==> config.mk <==
export PLATFORM = sky130hd
export DESIGN_NAME = multi_channel_rate_accumulator_top_flat
export DESIGN_NICKNAME = d
export VERILOG_FILES = /design/src/rtl/core/mcra_pkg.sv /design/src/rtl/core/mcra_if.sv /design/src/rtl/core/multi_channel_rate_accumulator_top.sv /design/src/rtl/core/mcra_update.sv /design/src/flat_wrapper.sv
export VERILOG_INCLUDE_DIRS = /design/src /design/src/rtl/core
export SDC_FILE = /design/constraint.sdc
export NUM_CORES = 1
export LEC_CHECK = 0
export BUFFER_PORTS_ARGS = -buffer_cell sky130_fd_sc_hd__buf_4
export CAP_MARGIN = 10
export CORE_ASPECT_RATIO = 0.5
export CORE_MARGIN = 2
export CORE_UTILIZATION = 65
export DETAILED_ROUTE_END_ITERATION = 6
export MAX_ROUTING_LAYER = met4
export PLACE_DENSITY = 0.83
export SYNTH_ARGS = -nofsm -noshare
export SYNTH_HDL_FRONTEND = slang
export SYNTH_SLANG_ARGS = --single-unit
==> constraint.sdc <==
create_clock -name clk -period 8.15 [get_ports clk]
set_input_delay 1.2225 -clock clk [delete_from_list [all_inputs] [get_ports clk]]
set_output_delay 1.2225 -clock clk [all_outputs]
set_load 0.02 [all_outputs]
==> src/rtl/core/multi_channel_rate_accumulator_top_defines.svh <==
// assertion macros for the rate accumulator block
// no dependencies; included by the modules that carry assertions
`ifndef MULTI_CHANNEL_RATE_ACCUMULATOR_TOP_DEFINES_SVH
`define MULTI_CHANNEL_RATE_ACCUMULATOR_TOP_DEFINES_SVH
`ifndef NO_ASSERTIONS
`define MCRA_ASSERT_IMP(lbl, clk, rst, ante, cons) \
  lbl: assert property (@(posedge clk) disable iff (rst) (ante) |-> (cons)) \
    else $error("assertion failed");
`define MCRA_ASSERT_NXT(lbl, clk, rst, ante, cons) \
  lbl: assert property (@(posedge clk) disable iff (rst) (ante) |=> (cons)) \
    else $error("assertion failed");
`else
`define MCRA_ASSERT_IMP(lbl, clk, rst, ante, cons)
`define MCRA_ASSERT_NXT(lbl, clk, rst, ante, cons)
`endif
`endif

==> src/rtl/core/mcra_pkg.sv <==
// shared types and constants of the rate accumulator block
// no dependencies
package mcra_pkg;

  localparam int OP_W   = 3;
  localparam int CH_W   = 3;
  localparam int DATA_W = 32;
  localparam int MASK_W = 8;

  typedef enum logic [OP_W-1:0] {
    OP_TICK   = 3'd0,
    OP_POLL   = 3'd1,
    OP_CLEAR  = 3'd2,
    OP_CREATE = 3'd3,
    OP_SETPER = 3'd4
  } op_t;

  typedef enum logic [2:0] {
    S_IDLE = 3'b001,
    S_RUN  = 3'b010,
    S_DONE = 3'b100
  } state_t;

  typedef struct packed {
    logic we;
    logic fire;
    logic hit;
  } upd_t;

endpackage

==> src/rtl/core/mcra_if.sv <==
// item channels of the rate accumulator block: command in, result out
// depends on mcra_pkg
interface mcra_cmd_if;
  import mcra_pkg::*;
  logic              valid;
  logic              ready;
  logic [OP_W-1:0]   operation;
  logic [CH_W-1:0]   channel;
  logic [DATA_W-1:0] amount;
  logic [DATA_W-1:0] period;
  logic              notify_mode;
  modport source (output valid, operation, channel, amount, period, notify_mode,
                  input ready);
  modport sink (input valid, operation, channel, amount, period, notify_mode,
                output ready);
endinterface

interface mcra_res_if;
  import mcra_pkg::*;
  logic              valid;
  logic              ready;
  logic [MASK_W-1:0] fired_mask;
  logic              poll_hit;
  modport source (output valid, fired_mask, poll_hit, input ready);
  modport sink (input valid, fired_mask, poll_hit, output ready);
endinterface

==> src/rtl/core/multi_channel_rate_accumulator_top.sv <==
// one command at a time: cmd.ready is high only in S_IDLE, so a new item waits
// until the last has left S_DONE; a tick sweeps the count memory once,
// one channel per cycle through its single read port and a two-stage update
// reset: clears all present and notify bits; count and period memories are not cleared
// top level; depends on mcra_pkg, mcra_if, mcra_update and the defines header
`include "multi_channel_rate_accumulator_top_defines.svh"
module multi_channel_rate_accumulator_top #(
  parameter int COUNTERS = 8
) (
  input logic        clk,
  input logic        rst,
  mcra_cmd_if.sink   cmd,
  mcra_res_if.source res
);
  import mcra_pkg::*;

  localparam int IW = (COUNTERS > 1) ? $clog2(COUNTERS) : 1;
  localparam int CW = (IW > CH_W) ? IW : CH_W;

  state_t state;

  logic [DATA_W-1:0] count_mem [COUNTERS];
  logic [DATA_W-1:0] period_mem [COUNTERS];
  logic [DATA_W-1:0] count_q;
  logic [DATA_W-1:0] period_q;
  logic [COUNTERS-1:0] present;
  logic [COUNTERS-1:0] notify;

  logic          iss_on;
  logic [IW-1:0] iss_idx;
  logic          p1_vld;
  logic [IW-1:0] p1_idx;
  logic          p2_vld;
  logic [IW-1:0] p2_idx;
  logic [DATA_W-1:0] p2_sum;
  logic [DATA_W-1:0] p2_period;

  logic              tick_r;
  logic [DATA_W-1:0] amount_r;
  logic [MASK_W-1:0] mask_r;
  logic              hit_r;

  logic              out_vld;
  logic [MASK_W-1:0] fired_q;
  logic              hit_q;

  logic              acc;
  logic [CW-1:0]     ch_ext;
  logic [IW-1:0]     ch_idx;
  logic              ch_ok;
  logic [DATA_W:0]   wide_sum;
  logic [DATA_W-1:0] sat_sum;
  logic [DATA_W-1:0] upd_count;
  upd_t              upd;

  logic              cnt_we;
  logic [IW-1:0]     cnt_waddr;
  logic [DATA_W-1:0] cnt_wdata;
  logic              per_we;

  assign cmd.ready      = (state == S_IDLE);
  assign res.valid      = out_vld;
  assign res.fired_mask = fired_q;
  assign res.poll_hit   = hit_q;

  always_comb begin
    acc      = cmd.valid && (state == S_IDLE);
    ch_ext   = CW'(cmd.channel);
    ch_idx   = ch_ext[IW-1:0];
    ch_ok    = 32'(cmd.channel) < COUNTERS;
    wide_sum = {1'b0, count_q} + {1'b0, (tick_r ? amount_r : {DATA_W{1'b0}})};
    sat_sum  = wide_sum[DATA_W] ? {DATA_W{1'b1}} : wide_sum[DATA_W-1:0];
  end

  mcra_update u_update (
    .sum        (p2_sum),
    .period     (p2_period),
    .present    (present[p2_idx]),
    .notify     (notify[p2_idx]),
    .is_tick    (tick_r),
    .count_next (upd_count),
    .upd        (upd)
  );

  always_comb begin
    cnt_we    = 1'b0;
    cnt_waddr = p2_idx;
    cnt_wdata = upd_count;
    per_we    = 1'b0;
    if (p2_vld) begin
      cnt_we = upd.we;
    end else if (acc && ch_ok) begin
      cnt_waddr = ch_idx;
      cnt_wdata = '0;
      case (cmd.operation)
        OP_CLEAR:  cnt_we = present[ch_idx];
        OP_CREATE: begin
          cnt_we = 1'b1;
          per_we = 1'b1;
        end
        OP_SETPER: per_we = present[ch_idx];
        default:   cnt_we = 1'b0;
      endcase
    end
  end

  always_ff @(posedge clk) begin
    if (cnt_we) begin
      count_mem[cnt_waddr] <= cnt_wdata;
    end
    count_q <= count_mem[iss_idx];
  end

  always_ff @(posedge clk) begin
    if (per_we) begin
      period_mem[ch_idx] <= cmd.period;
    end
    period_q <= period_mem[iss_idx];
  end

  always_ff @(posedge clk) begin
    p1_idx    <= iss_idx;
    p2_idx    <= p1_idx;
    p2_sum    <= sat_sum;
    p2_period <= period_q;
    if (rst) begin
      state   <= S_IDLE;
      iss_on  <= 1'b0;
      iss_idx <= '0;
      p1_vld  <= 1'b0;
      p2_vld  <= 1'b0;
      out_vld <= 1'b0;
      present <= '0;
      notify  <= '0;
    end else begin
      p1_vld <= iss_on;
      p2_vld <= p1_vld;
      if (out_vld && res.ready && (state != S_DONE)) begin
        out_vld <= 1'b0;
      end
      case (state)
        S_IDLE: begin
          if (acc) begin
            tick_r   <= (cmd.operation == OP_TICK);
            amount_r <= cmd.amount;
            mask_r   <= '0;
            hit_r    <= 1'b0;
            case (cmd.operation)
              OP_TICK: begin
                iss_on  <= 1'b1;
                iss_idx <= '0;
                state   <= S_RUN;
              end
              OP_POLL: begin
                if (ch_ok) begin
                  iss_on  <= 1'b1;
                  iss_idx <= ch_idx;
                  state   <= S_RUN;
                end else begin
                  state <= S_DONE;
                end
              end
              OP_CREATE: begin
                if (ch_ok) begin
                  present[ch_idx] <= 1'b1;
                  notify[ch_idx]  <= cmd.notify_mode;
                end
                state <= S_DONE;
              end
              default: state <= S_DONE;
            endcase
          end
        end
        S_RUN: begin
          if (iss_on) begin
            if (tick_r && (iss_idx != IW'(COUNTERS - 1))) begin
              iss_idx <= iss_idx + 1'b1;
            end else begin
              iss_on <= 1'b0;
            end
          end
          if (p2_vld) begin
            hit_r <= hit_r | upd.hit;
            if (upd.fire && (32'(p2_idx) < MASK_W)) begin
              mask_r <= mask_r | (MASK_W'(1) << p2_idx);
            end
          end
          if (p2_vld && !p1_vld && !iss_on) begin
            state <= S_DONE;
          end
        end
        S_DONE: begin
          if (!out_vld || res.ready) begin
            out_vld <= 1'b1;
            fired_q <= mask_r;
            hit_q   <= hit_r;
            state   <= S_IDLE;
          end
        end
        default: state <= S_IDLE;
      endcase
    end
  end

  `MCRA_ASSERT_IMP(a_run_busy, clk, rst, state == S_RUN, iss_on || p1_vld || p2_vld)
  `MCRA_ASSERT_IMP(a_out_from_done, clk, rst, $rose(out_vld), $past(state == S_DONE))
  `MCRA_ASSERT_IMP(a_no_hazard, clk, rst, p1_vld && p2_vld, p1_idx != p2_idx)
  `MCRA_ASSERT_NXT(a_tick_runs, clk, rst, acc && cmd.operation == OP_TICK, state == S_RUN && iss_on && iss_idx == '0)

endmodule

==> src/rtl/core/mcra_update.sv <==
// per-channel test and subtract after the saturating add
// depends on mcra_pkg
module mcra_update (
  input  logic [mcra_pkg::DATA_W-1:0] sum,
  input  logic [mcra_pkg::DATA_W-1:0] period,
  input  logic                        present,
  input  logic                        notify,
  input  logic                        is_tick,
  output logic [mcra_pkg::DATA_W-1:0] count_next,
  output mcra_pkg::upd_t              upd
);
  import mcra_pkg::*;

  logic reduce;
  logic take;

  always_comb begin
    reduce     = sum > period;
    take       = reduce && (is_tick ? notify : 1'b1);
    count_next = take ? (sum - period) : sum;
    upd.we     = present;
    upd.fire   = is_tick && present && notify && reduce;
    upd.hit    = !is_tick && present && reduce;
  end

endmodule
==> src/flat_wrapper.sv <==
// flat-port wrapper written by rule: the top's interface ports become plain ports
module multi_channel_rate_accumulator_top_flat import mcra_pkg::*;
#(
  parameter int COUNTERS = 8
)
  (clk, rst, cmd_valid, cmd_operation, cmd_channel, cmd_amount, cmd_period, cmd_notify_mode, cmd_ready, res_valid, res_fired_mask, res_poll_hit, res_ready);
  mcra_cmd_if cmd_i ();
  mcra_res_if res_i ();
  input logic clk;
  input logic rst;
  input wire logic [$bits(cmd_i.valid)-1:0] cmd_valid;
  input wire logic [$bits(cmd_i.operation)-1:0] cmd_operation;
  input wire logic [$bits(cmd_i.channel)-1:0] cmd_channel;
  input wire logic [$bits(cmd_i.amount)-1:0] cmd_amount;
  input wire logic [$bits(cmd_i.period)-1:0] cmd_period;
  input wire logic [$bits(cmd_i.notify_mode)-1:0] cmd_notify_mode;
  output wire logic [$bits(cmd_i.ready)-1:0] cmd_ready;
  output wire logic [$bits(res_i.valid)-1:0] res_valid;
  output wire logic [$bits(res_i.fired_mask)-1:0] res_fired_mask;
  output wire logic [$bits(res_i.poll_hit)-1:0] res_poll_hit;
  input wire logic [$bits(res_i.ready)-1:0] res_ready;
  assign cmd_i.valid = cmd_valid;
  assign cmd_i.operation = cmd_operation;
  assign cmd_i.channel = cmd_channel;
  assign cmd_i.amount = cmd_amount;
  assign cmd_i.period = cmd_period;
  assign cmd_i.notify_mode = cmd_notify_mode;
  assign cmd_ready = cmd_i.ready;
  assign res_valid = res_i.valid;
  assign res_fired_mask = res_i.fired_mask;
  assign res_poll_hit = res_i.poll_hit;
  assign res_i.ready = res_ready;
  multi_channel_rate_accumulator_top #(.COUNTERS(COUNTERS)) u_core (.clk(clk), .rst(rst), .cmd(cmd_i), .res(res_i));
endmodule
* After elaboration in Yosys (flattened, before gate mapping)
Memories as Yosys holds them, arrays and structs flattened. A register that Yosys moved wholly into a read port is not among the register bits. Cells that the tools add are included.
Cells by class: bitwise operators 4, reduce and logical (&&, ||, !) cells 29, equal/unequal tests 18, mux-type cells 51, magnitude comparators 4, add/sub/neg operators 3, shift-type cells 1
Operator list (count):
- 32-bit two-way mux | 4
- 32-bit by 32-bit adder with 33-bit output | 1
- 32-bit greater-than comparator | 1
- 32-bit subtractor | 1
- 3-bit two-way mux | 9
- 8-bit two-way mux | 3
- 1-bit two-way mux | 22
- 8-bit OR | 2
- 8-bit case mux with 2 select lines | 1
- 3-bit AND reduction | 5
- 1-bit logical AND | 13
- 2-bit by 1-bit != test with 1-bit output (second input constant) | 6
- 3-bit case mux with 2 select lines | 2
- 5-bit AND reduction | 2
- 1-bit binary-select mux with 3-bit select | 3
- 3-bit by 2-bit equality test with 1-bit output (second input constant) | 3
- 3-bit case mux with 3 select lines | 1
- 8-bit bitwise mux | 1
- 3-bit by 4-bit < comparator with 1-bit output (second input constant) | 2
- 1-bit case mux with 2 select lines | 4
- 1-bit by 3-bit << shifter with 8-bit output (first input constant) | 1
- 3-bit by 1-bit equality test with 1-bit output (second input constant) | 2
- 3-bit equality test (second input constant) | 2
- 3-bit != test (second input constant) | 2
- 13 further kinds | 17
Storage, ports and cells: word-level logic and storage cells 130, flip-flop bits (word level) 147, input bits 75, output and inout port bits 11, bits in writable memories 512, memories 2
Memory list:
- u_core.count_mem | words 8, bits a word 32, rd ports 1, clocked after Yosys merged registers in 1, write ports 1, RTL line multi_channel_rate_accumulator_top.sv:22 | logic [DATA_W-1:0] count_mem [COUNTERS];
- u_core.period_mem | words 8, bits a word 32, rd ports 1, clocked after Yosys merged registers in 1, write ports 1, RTL line multi_channel_rate_accumulator_top.sv:23 | logic [DATA_W-1:0] period_mem [COUNTERS];

* Longest topological paths before layout
word-level depth 8, gate-level depth with buffers 15

* Modules after synthesis
From an unflattened synthesis, not the netlist that was laid out.
Second synthesis, totals: cells, all modules 1808, area total of the unflattened synthesis 29709.7 um^2
By module, submodules not included:
- multi_channel_rate_accumulator_top | seq. area each 20109.3 um^2, instances 1, cells each 1478, area an instance 27228.6 um^2
- mcra_update | seq. area each 0.0 um^2, instances 1, cells each 330, area an instance 2481.1 um^2

* Worst setup path after synthesis
OpenSTA, ideal clock, no wires.
path type input port to flip-flop, start input port cmd_channel[1], end memory u_core.period_mem[1][0] (enable), stages on the path 10, path buffers 1, arrival time 4.587 ns, slack 3.102 ns, path through clkbuf_1 > mux2i_1 > nor2_1 > a31oi_1 > o221ai_1 > a32o_1 > nand2_1 > inv_1 > nand2_1 > nor3_1
On the way: cells in the longest elaborated chain, start to end 7
Ends and longest elaborated chain:
- start, declared | RTL line flat_wrapper.sv:13 | input wire logic [$bits(cmd_i.channel)-1:0] cmd_channel;
- 1-bit binary-select mux with 3-bit select | RTL line multi_channel_rate_accumulator_top.sv:101 | OP_SETPER: per_we = present[ch_idx];
- 1-bit two-way mux (not written as such) | RTL line multi_channel_rate_accumulator_top.sv:101
- 1-bit case mux with 2 select lines | RTL line multi_channel_rate_accumulator_top.sv:95 | case (cmd.operation)
- 1-bit two-way mux | RTL line multi_channel_rate_accumulator_top.sv:92 | end else if (acc && ch_ok) begin
- 1-bit two-way mux | RTL line multi_channel_rate_accumulator_top.sv:90 | if (p2_vld) begin
- 1-bit two-way mux | RTL line multi_channel_rate_accumulator_top.sv:115 | if (per_we) begin
- 1-bit two-way mux (not written as such) | RTL line multi_channel_rate_accumulator_top.sv:116 | period_mem[ch_idx] <= cmd.period;
- end, declared | RTL line multi_channel_rate_accumulator_top.sv:23
Several ways; a longest one is shown, not always the timed one. The select of a mux whose other input is x is not followed.

* Worst setup path after layout
start register u_core.p2_sum[0], end memory u_core.count_mem[2][30], data pin
On the way: cells in the longest elaborated chain, start to end 5, elaborated cells on any way between the ends 6, classes of those cells 1 x add/sub; 1 x order compare; 3 x mux; 1 x reduce/logical
Ends and longest elaborated chain:
- start, declared | RTL line multi_channel_rate_accumulator_top.sv:35 | logic [DATA_W-1:0] p2_sum;
- start signal, assigned | RTL line multi_channel_rate_accumulator_top.sv:124 | p2_sum <= sat_sum;
- 32-bit greater-than comparator | RTL line mcra_update.sv:18 | reduce = sum > period;
- 1-bit logical AND | RTL line mcra_update.sv:19 | take = reduce && (is_tick ? notify : 1'b1);
- 32-bit two-way mux * | RTL line mcra_update.sv:20 | count_next = take ? (sum - period) : sum;
- 32-bit two-way mux | RTL line multi_channel_rate_accumulator_top.sv:92
- 32-bit two-way mux * | RTL line multi_channel_rate_accumulator_top.sv:90
- via u_core.cnt_wdata[30] | RTL line multi_channel_rate_accumulator_top.sv:58 | logic [DATA_W-1:0] cnt_wdata;
- end, declared | RTL line multi_channel_rate_accumulator_top.sv:22
Mark *: on every way through the listed nets, which the timed path passes. The rest lies on a longest branch.

==> results.rst <==
.. list-table::
   :header-rows: 1

   * - Metric
     - Value
   * - Latest clock arrival within the worst-skew pair
     - 620 ps
   * - Final hold slack
     - 326.5 ps
   * - Maximum number of pins on one net before global-route repair
     - 69
   * - IR drop worst, VDD
     - 0.0001822 V
   * - Post-layout minimum cycle time
     - 4206 ps
   * - Critical path's largest stage delay
     - 600 ps
   * - Total Nets Final
     - 2048
   * - Startpoint-to-endpoint class of the critical path
     - reg2reg
   * - Fill cells
     - 2642
   * - Setup slack of the worst register-to-register path
     - 3940 ps
   * - Global-route wire length before repair
     - 97.05 mm
   * - Via count of the first global-routing pass
     - ~16k
   * - Violations in the final reports
     - design-rule violations
   * - Post-synth top flop
     - sky130_fd_sc_hd__edfxtp_1
   * - Average size of a mapped cell
     - 16.19 µm²
   * - Level count of the clock H-tree
     - 2
   * - Count of mapped cells out of synthesis
     - approximately 1.8k
   * - Final hold vios
     - 0
   * - Io pins
     - 86
   * - Clk Tree Root Cell
     - sky130_fd_sc_hd__clkbuf_16
   * - Count of maximum capacitance violations
     - 0
   * - Buffers on Ports
     - 85
   * - P per Cell Area
     - 254.8 mW/mm²
   * - Type of destination of the critical path
     - register
   * - Antenna violation net count after detailed routing
     - 0
   * - Die Width
     - 304.8 µm
   * - Overflow after GRT
     - 0
   * - Hold buffer count at CTS
     - 0
   * - Distinct cell type count of the synthesized netlist
     - 71
   * - DPL Wire Length
     - 38.40 mm
   * - Status
     - finished with violations
   * - Async set-or-reset flop fraction in the synthesized netlist
     - 0%
   * - Tightest Hold Check Type
     - reg2reg
   * - Data arrival time at the worst-slack endpoint
     - 4530 ps
   * - Share of cells above drive strength 1
     - about 22%
   * - Total via count in the routed design
     - 16.12k
   * - Synth Net Count
     - 1959
   * - Family of cells with the greatest summed delay on the critical path
     - compound AO/OA/AOI/OAI gates
   * - Height of the chip
     - between 150 and 200 µm
   * - Initial standard-cell utilization of the core
     - 65.43%
   * - Highest attainable clock frequency
     - 0.2377 GHz
   * - EDFF count, synth
     - 563
   * - Number of clock sinks
     - 723
   * - Setup violation total in the final timing report
     - 0
   * - Total standard cell area after synthesis
     - 0.02940 mm²
   * - Setup Buffers After CTS
     - 0
   * - Synthesis-to-layout area growth
     - 11.10%
   * - Clock transition at the register clock pins on the worst setup and hold paths after CTS
     - 70 ps
   * - Crit path buf inv count
     - 2
   * - Longest Clk Path Bufs
     - 3
   * - Final cycle utilization of the critical path
     - 51.61%
   * - Fin. max-slew vios
     - 0
   * - Aggregate global-route resource usage
     - 28.47%
   * - Core area
     - 0.04494 mm²
   * - Max-Slew Margin vs Limit
     - 22.72%
   * - Vias per std cell
     - 6.312
   * - Unrepaired setup endpoints after global routing
     - no
   * - Commonest cells after routing, fill and taps aside
     - sky130_fd_sc_hd__edfxtp_1 (563), sky130_fd_sc_hd__dfxtp_1 (157), sky130_fd_sc_hd__mux4_2 (132), sky130_fd_sc_hd__buf_4 (107), sky130_fd_sc_hd__nor2_1 (104)
   * - Clock tree from TritonCTS
     - done
   * - Chain of cells forming the critical path
     - inv_1, ha_1, fa_1, nor2b_1, o31ai_1, a21oi_1, o21ai_0, o21bai_1, and3_2, buf_4, nand2_1, o22ai_1
   * - Total DRC errors in the routed layout
     - 1
   * - Most frequent standard cell in the layout excluding fill and tap cells
     - sky130_fd_sc_hd__edfxtp_1
   * - Drt initial violations
     - 1687
   * - Setup Skew
     - ~31 ps
   * - Row count
     - 55
   * - Standby leakage power
     - 0.01133 µW
   * - Critical path peak fanout
     - 39
   * - Seq cells post-synth
     - 723
   * - Critical path required time
     - roughly 8500 ps
   * - Number of gates resized after cts
     - 0
   * - Accumulated negative setup slack
     - 0 ps
   * - Global placer's final weighted congestion
     - 0.8819
   * - TritonCTS Buffers
     - 58
   * - Critical path launch point type
     - register
   * - Warnings, synthesis
     - 0
   * - Critical path's slowest cell
     - sky130_fd_sc_hd__o22ai_1
   * - Detailed-route wire length per cell
     - 25.04 µm
   * - Area enclosed by the die boundary
     - ~0.047 mm²
   * - Transition at the pin with the smallest max-transition slack
     - 1157 ps
   * - Register area share after synthesis
     - between 60% and 70%
   * - Number of antenna violations at the first check in global routing
     - 2
   * - WL final
     - 63.96 mm
   * - Detailed Routing Iterations Pass 1
     - 7
sequential cells by signal, summed over array words and instances, names as in the netlist, 3 cells and up:
| name | cells |
|---|---|
| u_core.iss_idx | 3 |
| u_core.amount_r | 32 |
| u_core.period_q | 32 |
| u_core.mask_r | 8 |
| u_core.period_mem | 256 |
| u_core.res.fired_mask | 8 |
| u_core.count_mem | 256 |
| u_core.count_q | 32 |
| u_core.p2_idx | 3 |
| u_core.present | 8 |
| u_core.p1_idx | 3 |
| u_core.p2_period | 32 |
| u_core.state | 3 |
| u_core.p2_sum | 32 |
| u_core.notify | 8 |
through the flow:
stage | total power, µW | worst slack [ps] | instances | util [%] | instance area [µm²]
after global placement | 5513 | 4069 | 2442 | 68.47 | 30770
after floorplan | 5132 | 3102 | 1816 | - | 29400
final | 8323 | 3944 | 2554 | 72.70 | 32670
after global routing | 8584 | 3600 | 2554 | 72.70 | 32670
after CTS | 8320 | 3921 | 2551 | 72.67 | 32660
after detailed placement | 5540 | 3930 | 2442 | 68.47 | 30770
power breakdown:
part	switching, µW	internal (µW)	total (µW)
sequential	112	4220	4330
clock	1290	1520	2810
combinational	763	417	1180
total	2170	6160	8320
layer usage:
metal	up-vias	wire length (µm)	track usage (%)
met1	8178	26530	39.31
met4	0	1513	7.520
met2	667	29820	43.37
met3	99	6098	6.755
li1	7178	-	-
met5	-	0	-
logic make-up (layout without fill, tap and decap cells):
group,after synthesis,after routing,share of synthesized area [%]
adder cells (fa/ha/maj),68,68,2.945
flip-flops,723,723,68.39
XOR/XNOR,52,52,1.549
AO/OA/AOI/OAI,245,245,5.736
buffers and inverters,136,274,1.838
AND/OR/NAND/NOR,360,360,5.745
other,0,2,0
multiplexers,232,232,13.80
worst paths after layout:
check,start,to,depth (start not counted)
hold reg to reg,u_core.period_q[23],u_core.p2_period[23],0
setup / recovery,u_core.p2_sum[0],u_core.count_mem[2][30],12
hold / removal,u_core.period_q[23],u_core.p2_period[23],0
setup reg to reg,u_core.p2_sum[0],u_core.count_mem[2][30],12
layout make-up:
type	instances	area, µm²	share of cell area (%)
tap	598	748.2	2.290
clock buffer	78	1609	4.925
inverter	57	214.0	0.6549
clock inverter	31	279.0	0.8541
multi-input combinational	957	8884	27.19
timing repair buffer	108	808.3	2.474
sequential	723	20120	61.59
antenna	2	5.005	0.01532
synth_stat cells (30+ instances only):
| cell | instances | area [µm²] |
|---|---|---|
| sky130_fd_sc_hd__a21o_1 | 36 | 270.3 |
| sky130_fd_sc_hd__a21oi_1 | 71 | 355.3 |
| sky130_fd_sc_hd__and2_1 | 37 | 231.5 |
| sky130_fd_sc_hd__clkbuf_1 | 56 | 210.2 |
| sky130_fd_sc_hd__dfxtp_1 | 160 | 3203 |
| sky130_fd_sc_hd__edfxtp_1 | 563 | 16910 |
| sky130_fd_sc_hd__ha_1 | 66 | 825.8 |
| sky130_fd_sc_hd__inv_1 | 57 | 214.0 |
| sky130_fd_sc_hd__mux2_2 | 66 | 743.2 |
| sky130_fd_sc_hd__mux2i_1 | 34 | 340.3 |
| sky130_fd_sc_hd__mux4_2 | 132 | 2973 |
| sky130_fd_sc_hd__nand2_1 | 91 | 341.6 |
| sky130_fd_sc_hd__nor2_1 | 119 | 446.7 |
| sky130_fd_sc_hd__o21ai_0 | 33 | 165.2 |
| sky130_fd_sc_hd__xnor2_1 | 30 | 262.8 |
(Power assumes the default switching activity.)
